### config.mk
export PLATFORM = sky130hd
export DESIGN_NAME = inversive_congruential_generator
export DESIGN_NICKNAME = d
export VERILOG_FILES = /design/src/rtl/icg_pkg.sv /design/src/rtl/inversive_congruential_generator.sv /design/src/rtl/icg_cfg.sv /design/src/rtl/icg_div.sv /design/src/rtl/icg_mulmod.sv
export SDC_FILE = /design/constraint.sdc
export NUM_CORES = 2
export LEC_CHECK = 0
export ABC_AREA = 1
export BUFFER_PORTS_ARGS = -buffer_cell sky130_fd_sc_hd__clkbuf_2
export CAP_MARGIN = 30
export CORE_MARGIN = 2
export CORE_UTILIZATION = 30
export DETAILED_ROUTE_END_ITERATION = 8
export PLACE_DENSITY = 0.51
export SYNTH_ARGS = -nofsm -noshare
export SYNTH_HDL_FRONTEND = slang
export SYNTH_HIERARCHICAL = 1
export SYNTH_SLANG_ARGS = --single-unit
### constraint.sdc
create_clock -name aclk -period 5.1 [get_ports aclk]
set_input_delay 0.255 -clock aclk [delete_from_list [all_inputs] [get_ports aclk]]
set_output_delay 0.255 -clock aclk [all_outputs]
set_load 0.1 [all_outputs]
### src/rtl/icg_pkg.sv
// icg_pkg: types, register map and constants of the inversive congruential generator
// used by icg_cfg and the top level; no dependencies
`default_nettype none

package icg_pkg;

    localparam int ICG_WORD_W = 32;
    localparam int CFG_ADDR_W = 4;

    // register indexes, taken from paddr[3:2]
    localparam logic [1:0] CFG_IDX_MODULUS = 2'd0;
    localparam logic [1:0] CFG_IDX_MULT    = 2'd1;
    localparam logic [1:0] CFG_IDX_OFFSET  = 2'd2;

    localparam logic [ICG_WORD_W-1:0] MODULUS_RESET = 32'd2147483647;
    localparam logic [ICG_WORD_W-1:0] MULT_RESET    = 32'd1;
    localparam logic [ICG_WORD_W-1:0] OFFSET_RESET  = 32'd1;

    localparam logic FUNC_STEP = 1'b0;
    localparam logic FUNC_SEED = 1'b1;

    typedef struct packed {
        logic                  func;
        logic [ICG_WORD_W-1:0] seed_value;
    } icg_in_t;

    typedef struct packed {
        logic [ICG_WORD_W-1:0] state_out;
        logic                  bad_offset;
    } icg_out_t;

    typedef struct packed {
        logic [ICG_WORD_W-1:0] modulus;
        logic [ICG_WORD_W-1:0] mult;
        logic [ICG_WORD_W-1:0] offset;
    } icg_cfg_t;

    typedef enum logic [3:0] {
        ST_IDLE,
        ST_RED_A,
        ST_RED_C,
        ST_RED_X,
        ST_EUC_TEST,
        ST_EUC_DIV,
        ST_EUC_MUL,
        ST_INV,
        ST_FIN_MUL,
        ST_OUT
    } icg_state_t;

endpackage

`default_nettype wire

### src/rtl/inversive_congruential_generator.sv
// inversive_congruential_generator: top level, sequencer and state of the generator
// depends on icg_pkg, icg_cfg, icg_div, icg_mulmod
`default_nettype none

// Inversive congruential generator over modulus m (values below 2 act as 1). A step
// transaction (func 0) sets x to (a * inv(x) + c) mod m with inv(0) = 0 and inv = 0 where
// x has no inverse; a seed transaction (func 1) loads seed_value mod m. Each transaction
// returns the new state and bad_offset, set when c mod m is zero. One transaction is in
// work at a time; a finished result waits in the output register while the next
// transaction is taken. A seed runs three reductions mod m through the divider; a step runs
// the same reductions, then k remainder steps of the extended Euclid inverse, each a division
// and a modular product, and one final product (k is zero for a zero state and at most about
// 1.44*W, with W = 32 bit words). The divider and the modular multiplier are bit-serial, one of
// each, reused across the steps. Registers: modulus at 0x0, multiplier at 0x4, offset at
// 0x8; write only while no transaction is in flight.
module inversive_congruential_generator
    import icg_pkg::*;
(
    input  wire logic                  aclk,
    input  wire logic                  aresetn,
    input  wire logic                  s_valid,
    output logic                       s_ready,
    input  wire icg_in_t               s_data,
    output logic                       m_valid,
    input  wire logic                  m_ready,
    output icg_out_t                   m_data,
    input  wire logic                  psel,
    input  wire logic                  penable,
    input  wire logic                  pwrite,
    input  wire logic [CFG_ADDR_W-1:0] paddr,
    input  wire logic [31:0]           pwdata,
    output logic      [31:0]           prdata,
    output logic                       pready
);

    localparam int W = ICG_WORD_W;

    icg_cfg_t     cfg;
    logic [W-1:0] m_eff;

    icg_state_t   state_reg, state_next;
    logic         func_reg, func_next;
    logic [W-1:0] seed_reg, seed_next;
    logic [W-1:0] a_reg, a_next;
    logic [W-1:0] c_reg, c_next;
    logic [W-1:0] r0_reg, r0_next;
    logic [W-1:0] r1_reg, r1_next;
    logic [W-1:0] t0_reg, t0_next;
    logic [W-1:0] t1_reg, t1_next;
    logic [W-1:0] res_reg, res_next;
    logic [W-1:0] cur_reg, cur_next;
    icg_out_t     out_reg, out_next;
    logic         out_valid_reg, out_valid_next;

    logic         div_start;
    logic [W-1:0] div_num;
    logic [W-1:0] div_den;
    logic         div_done;
    logic [W-1:0] div_quot;
    logic [W-1:0] div_rem;

    logic         mul_start;
    logic [W-1:0] mul_mc;
    logic [W-1:0] mul_mpl;
    logic         mul_done;
    logic [W-1:0] mul_prod;

    logic [W-1:0] t_new;
    logic [W-1:0] inv_val;
    logic [W:0]   fin_sum;
    logic [W:0]   fin_red;
    logic         out_free;

    icg_cfg u_cfg (
        .aclk    (aclk),
        .aresetn (aresetn),
        .psel    (psel),
        .penable (penable),
        .pwrite  (pwrite),
        .paddr   (paddr),
        .pwdata  (pwdata),
        .prdata  (prdata),
        .pready  (pready),
        .cfg     (cfg)
    );

    icg_div #(.W(W)) u_div (
        .aclk      (aclk),
        .aresetn   (aresetn),
        .start     (div_start),
        .dividend  (div_num),
        .divisor   (div_den),
        .done      (div_done),
        .quotient  (div_quot),
        .remainder (div_rem)
    );

    icg_mulmod #(.W(W)) u_mulmod (
        .aclk    (aclk),
        .aresetn (aresetn),
        .start   (mul_start),
        .mcand   (mul_mc),
        .mplier  (mul_mpl),
        .modulus (m_eff),
        .done    (mul_done),
        .product (mul_prod)
    );

    assign m_eff = (cfg.modulus < W'(2)) ? W'(1) : cfg.modulus;

    // t0 - q*t1 mod m, both terms below m
    assign t_new   = t0_reg - mul_prod + ((t0_reg >= mul_prod) ? '0 : m_eff);
    assign inv_val = (r0_reg == W'(1)) ? t0_reg : '0;
    assign fin_sum = {1'b0, mul_prod} + {1'b0, c_reg};
    assign fin_red = (fin_sum >= {1'b0, m_eff}) ? fin_sum - {1'b0, m_eff} : fin_sum;

    assign out_free = !out_valid_reg || m_ready;
    assign s_ready  = (state_reg == ST_IDLE);
    assign m_valid  = out_valid_reg;
    assign m_data   = out_reg;

    always_comb begin
        state_next     = state_reg;
        func_next      = func_reg;
        seed_next      = seed_reg;
        a_next         = a_reg;
        c_next         = c_reg;
        r0_next        = r0_reg;
        r1_next        = r1_reg;
        t0_next        = t0_reg;
        t1_next        = t1_reg;
        res_next       = res_reg;
        cur_next       = cur_reg;
        out_next       = out_reg;
        out_valid_next = out_valid_reg && !m_ready;
        div_start      = 1'b0;
        div_num        = cfg.mult;
        div_den        = m_eff;
        mul_start      = 1'b0;
        mul_mc         = t1_reg;
        mul_mpl        = div_quot;

        case (state_reg)
            ST_IDLE: begin
                if (s_valid) begin
                    func_next  = s_data.func;
                    seed_next  = s_data.seed_value;
                    div_start  = 1'b1;
                    state_next = ST_RED_A;
                end
            end
            ST_RED_A: begin
                if (div_done) begin
                    a_next     = div_rem;
                    div_start  = 1'b1;
                    div_num    = cfg.offset;
                    state_next = ST_RED_C;
                end
            end
            ST_RED_C: begin
                if (div_done) begin
                    c_next     = div_rem;
                    div_start  = 1'b1;
                    div_num    = (func_reg == FUNC_SEED) ? seed_reg : cur_reg;
                    state_next = ST_RED_X;
                end
            end
            ST_RED_X: begin
                if (div_done) begin
                    if (func_reg == FUNC_SEED) begin
                        res_next   = div_rem;
                        state_next = ST_OUT;
                    end else if (div_rem == '0) begin
                        // zero state: no remainder steps, inverse comes out zero
                        r0_next    = '0;
                        r1_next    = '0;
                        t0_next    = '0;
                        t1_next    = '0;
                        state_next = ST_EUC_TEST;
                    end else begin
                        r0_next    = m_eff;
                        r1_next    = div_rem;
                        t0_next    = '0;
                        t1_next    = (m_eff == W'(1)) ? '0 : W'(1);
                        state_next = ST_EUC_TEST;
                    end
                end
            end
            ST_EUC_TEST: begin
                if (r1_reg == '0) begin
                    state_next = ST_INV;
                end else begin
                    div_start  = 1'b1;
                    div_num    = r0_reg;
                    div_den    = r1_reg;
                    state_next = ST_EUC_DIV;
                end
            end
            ST_EUC_DIV: begin
                if (div_done) begin
                    r0_next    = r1_reg;
                    r1_next    = div_rem;
                    mul_start  = 1'b1;
                    mul_mc     = t1_reg;
                    mul_mpl    = div_quot;
                    state_next = ST_EUC_MUL;
                end
            end
            ST_EUC_MUL: begin
                if (mul_done) begin
                    t0_next    = t1_reg;
                    t1_next    = t_new;
                    state_next = ST_EUC_TEST;
                end
            end
            ST_INV: begin
                mul_start  = 1'b1;
                mul_mc     = a_reg;
                mul_mpl    = inv_val;
                state_next = ST_FIN_MUL;
            end
            ST_FIN_MUL: begin
                if (mul_done) begin
                    res_next   = fin_red[W-1:0];
                    state_next = ST_OUT;
                end
            end
            ST_OUT: begin
                if (out_free) begin
                    out_next.state_out  = res_reg;
                    out_next.bad_offset = (c_reg == '0);
                    out_valid_next      = 1'b1;
                    cur_next            = res_reg;
                    state_next          = ST_IDLE;
                end
            end
            default: begin
                state_next = ST_IDLE;
            end
        endcase
    end

    always_ff @(posedge aclk) begin
        if (!aresetn) begin
            state_reg     <= ST_IDLE;
            out_valid_reg <= 1'b0;
            cur_reg       <= '0;
        end else begin
            state_reg     <= state_next;
            out_valid_reg <= out_valid_next;
            cur_reg       <= cur_next;
        end
    end

    always_ff @(posedge aclk) begin
        func_reg <= func_next;
        seed_reg <= seed_next;
        a_reg    <= a_next;
        c_reg    <= c_next;
        r0_reg   <= r0_next;
        r1_reg   <= r1_next;
        t0_reg   <= t0_next;
        t1_reg   <= t1_next;
        res_reg  <= res_next;
        out_reg  <= out_next;
    end

`ifndef SYNTHESIS
    a_accept_starts: assert property (@(posedge aclk) disable iff (!aresetn)
        (s_valid && s_ready) |=> (state_reg == ST_RED_A))
        else $error("accepted transaction did not start reduction");

    a_units_exclusive: assert property (@(posedge aclk) disable iff (!aresetn)
        !(div_done && mul_done))
        else $error("divider and multiplier finished together");

    a_coef_reduced: assert property (@(posedge aclk) disable iff (!aresetn)
        (state_reg == ST_EUC_TEST) |-> ((t0_reg < m_eff) && (t1_reg < m_eff)))
        else $error("inverse coefficient not reduced");

    a_result_reduced: assert property (@(posedge aclk) disable iff (!aresetn)
        m_valid |-> (m_data.state_out < m_eff))
        else $error("result state not below modulus");
`endif

endmodule

`default_nettype wire

### src/rtl/icg_cfg.sv
// icg_cfg: APB-style register file holding modulus, multiplier and offset
// depends on icg_pkg
`default_nettype none

module icg_cfg
    import icg_pkg::*;
(
    input  wire logic                  aclk,
    input  wire logic                  aresetn,
    input  wire logic                  psel,
    input  wire logic                  penable,
    input  wire logic                  pwrite,
    input  wire logic [CFG_ADDR_W-1:0] paddr,
    input  wire logic [31:0]           pwdata,
    output logic      [31:0]           prdata,
    output logic                       pready,
    output icg_cfg_t                   cfg
);

    icg_cfg_t   cfg_reg;
    icg_cfg_t   cfg_next;
    logic [1:0] idx;
    logic       wr_en;

    assign idx    = paddr[3:2];
    assign wr_en  = psel && penable && pwrite;
    assign pready = 1'b1;
    assign cfg    = cfg_reg;

    always_comb begin
        cfg_next = cfg_reg;
        if (wr_en) begin
            case (idx)
                CFG_IDX_MODULUS: cfg_next.modulus = pwdata;
                CFG_IDX_MULT:    cfg_next.mult    = pwdata;
                CFG_IDX_OFFSET:  cfg_next.offset  = pwdata;
                default:         cfg_next = cfg_reg;
            endcase
        end
    end

    always_comb begin
        case (idx)
            CFG_IDX_MODULUS: prdata = cfg_reg.modulus;
            CFG_IDX_MULT:    prdata = cfg_reg.mult;
            CFG_IDX_OFFSET:  prdata = cfg_reg.offset;
            default:         prdata = '0;
        endcase
    end

    always_ff @(posedge aclk) begin
        if (!aresetn) begin
            cfg_reg.modulus <= MODULUS_RESET;
            cfg_reg.mult    <= MULT_RESET;
            cfg_reg.offset  <= OFFSET_RESET;
        end else begin
            cfg_reg <= cfg_next;
        end
    end

endmodule

`default_nettype wire

### src/rtl/icg_div.sv
// icg_div: bit-serial restoring divider, one quotient bit per cycle
// gives quotient and remainder; no dependencies
`default_nettype none

module icg_div #(
    parameter int W = 32
) (
    input  wire logic         aclk,
    input  wire logic         aresetn,
    input  wire logic         start,
    input  wire logic [W-1:0] dividend,
    input  wire logic [W-1:0] divisor,
    output logic              done,
    output logic      [W-1:0] quotient,
    output logic      [W-1:0] remainder
);

    localparam int CW = $clog2(W);

    logic [W-1:0]  num_reg;
    logic [W-1:0]  den_reg;
    logic [W-1:0]  rem_reg;
    logic [CW-1:0] cnt_reg;
    logic          busy_reg;
    logic          done_reg;
    logic [W:0]    trial;
    logic [W:0]    diff;
    logic          ge;

    // dividend bits shift out at the top while quotient bits shift in at the bottom
    assign trial = {rem_reg, num_reg[W-1]};
    assign diff  = trial - {1'b0, den_reg};
    assign ge    = trial >= {1'b0, den_reg};

    assign done      = done_reg;
    assign quotient  = num_reg;
    assign remainder = rem_reg;

    always_ff @(posedge aclk) begin
        if (!aresetn) begin
            busy_reg <= 1'b0;
            done_reg <= 1'b0;
            cnt_reg  <= '0;
        end else begin
            done_reg <= 1'b0;
            if (start) begin
                busy_reg <= 1'b1;
                cnt_reg  <= CW'(W - 1);
            end else if (busy_reg) begin
                cnt_reg <= cnt_reg - CW'(1);
                if (cnt_reg == '0) begin
                    busy_reg <= 1'b0;
                    done_reg <= 1'b1;
                end
            end
        end
    end

    always_ff @(posedge aclk) begin
        if (start) begin
            num_reg <= dividend;
            den_reg <= divisor;
            rem_reg <= '0;
        end else if (busy_reg) begin
            rem_reg <= ge ? diff[W-1:0] : trial[W-1:0];
            num_reg <= {num_reg[W-2:0], ge};
        end
    end

endmodule

`default_nettype wire

### src/rtl/icg_mulmod.sv
// icg_mulmod: bit-serial modular multiplier, msb-first double-and-add with
// a doubling and a conditional add step per multiplier bit; no dependencies
`default_nettype none

module icg_mulmod #(
    parameter int W = 32
) (
    input  wire logic         aclk,
    input  wire logic         aresetn,
    input  wire logic         start,
    input  wire logic [W-1:0] mcand,
    input  wire logic [W-1:0] mplier,
    input  wire logic [W-1:0] modulus,
    output logic              done,
    output logic      [W-1:0] product
);

    localparam int CW = $clog2(W);

    logic [W-1:0]  acc_reg;
    logic [W-1:0]  mc_reg;
    logic [W-1:0]  mpl_reg;
    logic [CW-1:0] cnt_reg;
    logic          phase_reg;
    logic          busy_reg;
    logic          done_reg;
    logic [W:0]    dbl;
    logic [W:0]    dbl_red;
    logic [W:0]    sum;
    logic [W:0]    sum_red;

    // acc and mcand stay below the modulus, so one subtract reduces each step
    assign dbl     = {acc_reg, 1'b0};
    assign dbl_red = (dbl >= {1'b0, modulus}) ? dbl - {1'b0, modulus} : dbl;
    assign sum     = {1'b0, acc_reg} + {1'b0, mc_reg};
    assign sum_red = (sum >= {1'b0, modulus}) ? sum - {1'b0, modulus} : sum;

    assign done    = done_reg;
    assign product = acc_reg;

    always_ff @(posedge aclk) begin
        if (!aresetn) begin
            busy_reg  <= 1'b0;
            done_reg  <= 1'b0;
            phase_reg <= 1'b0;
            cnt_reg   <= '0;
        end else begin
            done_reg <= 1'b0;
            if (start) begin
                busy_reg  <= 1'b1;
                phase_reg <= 1'b0;
                cnt_reg   <= CW'(W - 1);
            end else if (busy_reg) begin
                phase_reg <= !phase_reg;
                if (phase_reg) begin
                    cnt_reg <= cnt_reg - CW'(1);
                    if (cnt_reg == '0) begin
                        busy_reg <= 1'b0;
                        done_reg <= 1'b1;
                    end
                end
            end
        end
    end

    always_ff @(posedge aclk) begin
        if (start) begin
            acc_reg <= '0;
            mc_reg  <= mcand;
            mpl_reg <= mplier;
        end else if (busy_reg) begin
            if (!phase_reg) begin
                acc_reg <= dbl_red[W-1:0];
            end else begin
                if (mpl_reg[W-1]) begin
                    acc_reg <= sum_red[W-1:0];
                end
                mpl_reg <= {mpl_reg[W-2:0], 1'b0};
            end
        end
    end

endmodule

`default_nettype wire
==> out/qor.txt <==
register clock-pin slew on the reported worst setup and hold paths = 60 ps
fin crit share = 93.6%
Setup WS pre-CTS = 301 ps
maxcap violations = 0
Top cell by count, worst path = nand3_1
P&R area growth vs syn = 15.8%
minimum clock period = 4770 ps
CTS HTree Levels = 3
status = finished clean
Post-synth ARST share = 0%
CP arrival = 5340 ps
Hold Crit Class = input pin to flop
Final Hold Viols = 0
vias per cell = 5.14
DP Area = 0.0492 mm^2
Worst setup SP type = flop
worst slew pin tran = 1120 ps
net switching power = 0.00695 W
Synth area leaders = edfxtp_1 (28%), nand2_1 (16%), dfxtp_1 (9.4%)
most frequent cell after synthesis = nand2_1
Comb power frac = 33.5%
CP Max Fanout = 23
PnR worst setup slack = 325 ps
Worst EP required = 5660 ps
DIE AREA = 0.154 mm^2
Die Y = 393 um
Worst-Skew Late Latency = 700 ps
post-DR wirelength/cell = 23.5 um
Crit path max-delay family = simple AND/OR/NAND/NOR gates
Routed Wire Length = 205 mm
Crit Path Category = flop to flop
Initial DRC Count = 5123
Syn Area/Cell = 7.07 um^2
Final setup viols = 0
CTS tree = built
Seq pwr share = 34.2%
core box area = 0.150 mm^2
CP max stage delay = 420 ps
Inserted Clock Buffers = 75
pwr dens = 345 mW/mm^2
final setup skew = 33.7 ps
Rel. slew slack = 23.1%
DR vias = 44.8k
CTS Sinks = 630
post-synthesis register bit count = 630
number of port buffers = 140
TritonRoute pass-1 iters = 7
Distinct cells, synth = 59
dpl hpwl = 162 mm
Synth Flop Type = edfxtp_1
largest net degree at the start of global routing = 94
ANT nets after route = 0
Slew Viols, Final = 0
layout cells sized above 1 = 9.36%
Total GRT Usage = 26.0%
Die X = 393 um
P_int = 0.0112 W
I/O pin total = 144
sequential share of the synthesized area = 37.0%
first-pass GRT wire length = 290 mm
Setup Buffers After CTS = 0
maximum root-to-sink buffer count = 3
RSZ-0062 raised after global routing = no
count of flip-flops with a built-in enable after synthesis = 418
post-synth top area cell = edfxtp_1
syn nets = 6782
Sw Ratio = 38.4%
Root Driver = clkbuf_16
Final Cell Area = 0.0525 mm^2
Syn Inst Count = 6409
Leak = 24.9 nW
Max Clk Rate = 209 MHz
max FFs per register = 96
clock share of power = 32.2%
number of global-route vias before repair = 41.6k
Synth top area share = 27.7%
mapped cell area = 0.0453 mm^2
Synth top cells by count = nand2_1 (1927), inv_1 (945), nor2_1 (567), nand3_1 (520), edfxtp_1 (418)
row cnt = 142
initial antenna violation count = 10
yosys warns = 6
Final Util = 35.0%
CP max-delay cell = fa_1
Peak VDD IR = 0.275 mV
CP Capture Type = flop
DRC Markers = 0
Min Hold Slack = 44.6 ps
Starting Density = 30.2%
setup tns final = 0 ps
# nets final = 7020
GPL Wtd Cong = 1.02
grt ovf = 0
Buf/Inv on CP = 5
==> layout make-up <==
| type | instances | area (um^2) |
|---|---|---|
| inverter | 967 | 3630 |
| clock buffer | 98 | 2100 |
| multi-input combinational | 4558 | 23800 |
| tap | 2016 | 2520 |
| clock inverter | 41 | 539 |
| timing repair buffer | 415 | 3070 |
| fill | 16200 | 97400 |
| sequential | 630 | 16800 |
| antenna | 5 | 12.5 |
==> cells by family (layout without fill, tap and decap cells) <==
kind of cell             count (synthesis)  in the layout  synth area share [%]
AO/OA/AOI/OAI                          862            862                  10.8
other                                    1              6               0.00827
adder cells (fa/ha/maj)                297            297                  8.81
XOR/XNOR                               108            108                  2.09
buffers and inverters                 1221           1521                  10.6
AND/OR/NAND/NOR                       3290           3290                  30.6
flip-flops                             630            630                  37.0
==> worst paths after layout <==
| kind | startpoint | to | slack, ps | depth (start not counted) |
|---|---|---|---|---|
| min reg2reg | cur_reg[18]$_SDFFE_PN0P_ | cur_reg[18]$_SDFFE_PN0P_ | 470 | 2 |
| max reg2reg | u_mulmod/product[0]$_SDFFE_PP0P_ | u_mulmod/product[8]$_SDFFE_PP0P_ | 330 | 26 |
| min | paddr[3] | u_cfg/cfg[0]$_SDFFE_PN1P_ | 40 | 4 |
| max | u_mulmod/product[0]$_SDFFE_PP0P_ | u_mulmod/product[8]$_SDFFE_PP0P_ | 330 | 26 |
==> power by group through the flow <==
stage	clock network, W	registers [W]	logic (W)
2_1_floorplan	0	0.00621	0.00388
3_3_place_gp	0	0.00628	0.00590
3_5_place_dp	0	0.00629	0.00589
4_1_cts	0.00591	0.00618	0.00596
5_1_grt	0.00611	0.00622	0.00663
6_report	0.00584	0.00620	0.00608
==> tightest hold or removal path: stages <==
cell and delay [ps]:
clkbuf_2 140, nand2_1 140, o21ai_0 100, nand3_1 60
==> stage by stage <==
stage	std cells	total power, W
after detailed placement	8519	0.0122
final	8730	0.0181
after global placement	8517	0.0122
after CTS	8725	0.0181
after global routing	8725	0.0190
after floorplan	6409	0.0101
==> what timing repair did <==
action                                 CTS  global route
resized for setup                        0             6
hold buffers                            67             0
endpoints found under the hold margin  130             0
setup endpoints to repair                0            14
==> cells in the final DEF (no fill, tap or decap), types with 11 or more instances in the layout <==
cell type      instances
clkinv_2              11
inv_1                942
nor2_2                27
nand4_1               58
nor3_1                33
clkbuf_8              12
nand3b_1              30
edfxtp_1             418
nand2_1             1927
dlygate4sd3_1         67
nand3_2               19
xnor2_1               59
o211ai_1              38
nor2_1               556
or2_2                 12
o31ai_1               31
o21ai_1               25
nor4_1                40
a21oi_1              386
xor2_1                49
a221oi_1              30
dfxtp_1              209
a21o_1                20
o22ai_1               32
nand3_1              519
nor2_4                11
inv_2                 21
o21bai_1              40
o21ai_0              211
buf_4                198
clkbuf_16             76
o21a_1                12
fa_1                  37
ha_1                 260
nand2_2               37
clkbuf_2             139
==> routing by layer <==
| metal | up-vias | global-route usage [%] | routed length [um] | part of all wire (%) |
|---|---|---|---|---|
| met1 | 21500 | 37.7 | 93700 | 46 |
| li1 | 21300 | - | - | - |
| met4 | 4 | 8.71 | 7460 | 3.6 |
| met3 | 236 | 3.89 | 16200 | 7.9 |
| met2 | 1840 | 39.0 | 87400 | 43 |
| met5 | - | 0 | 22 | 0.011 |
Power figures use the tool's default switching activity.
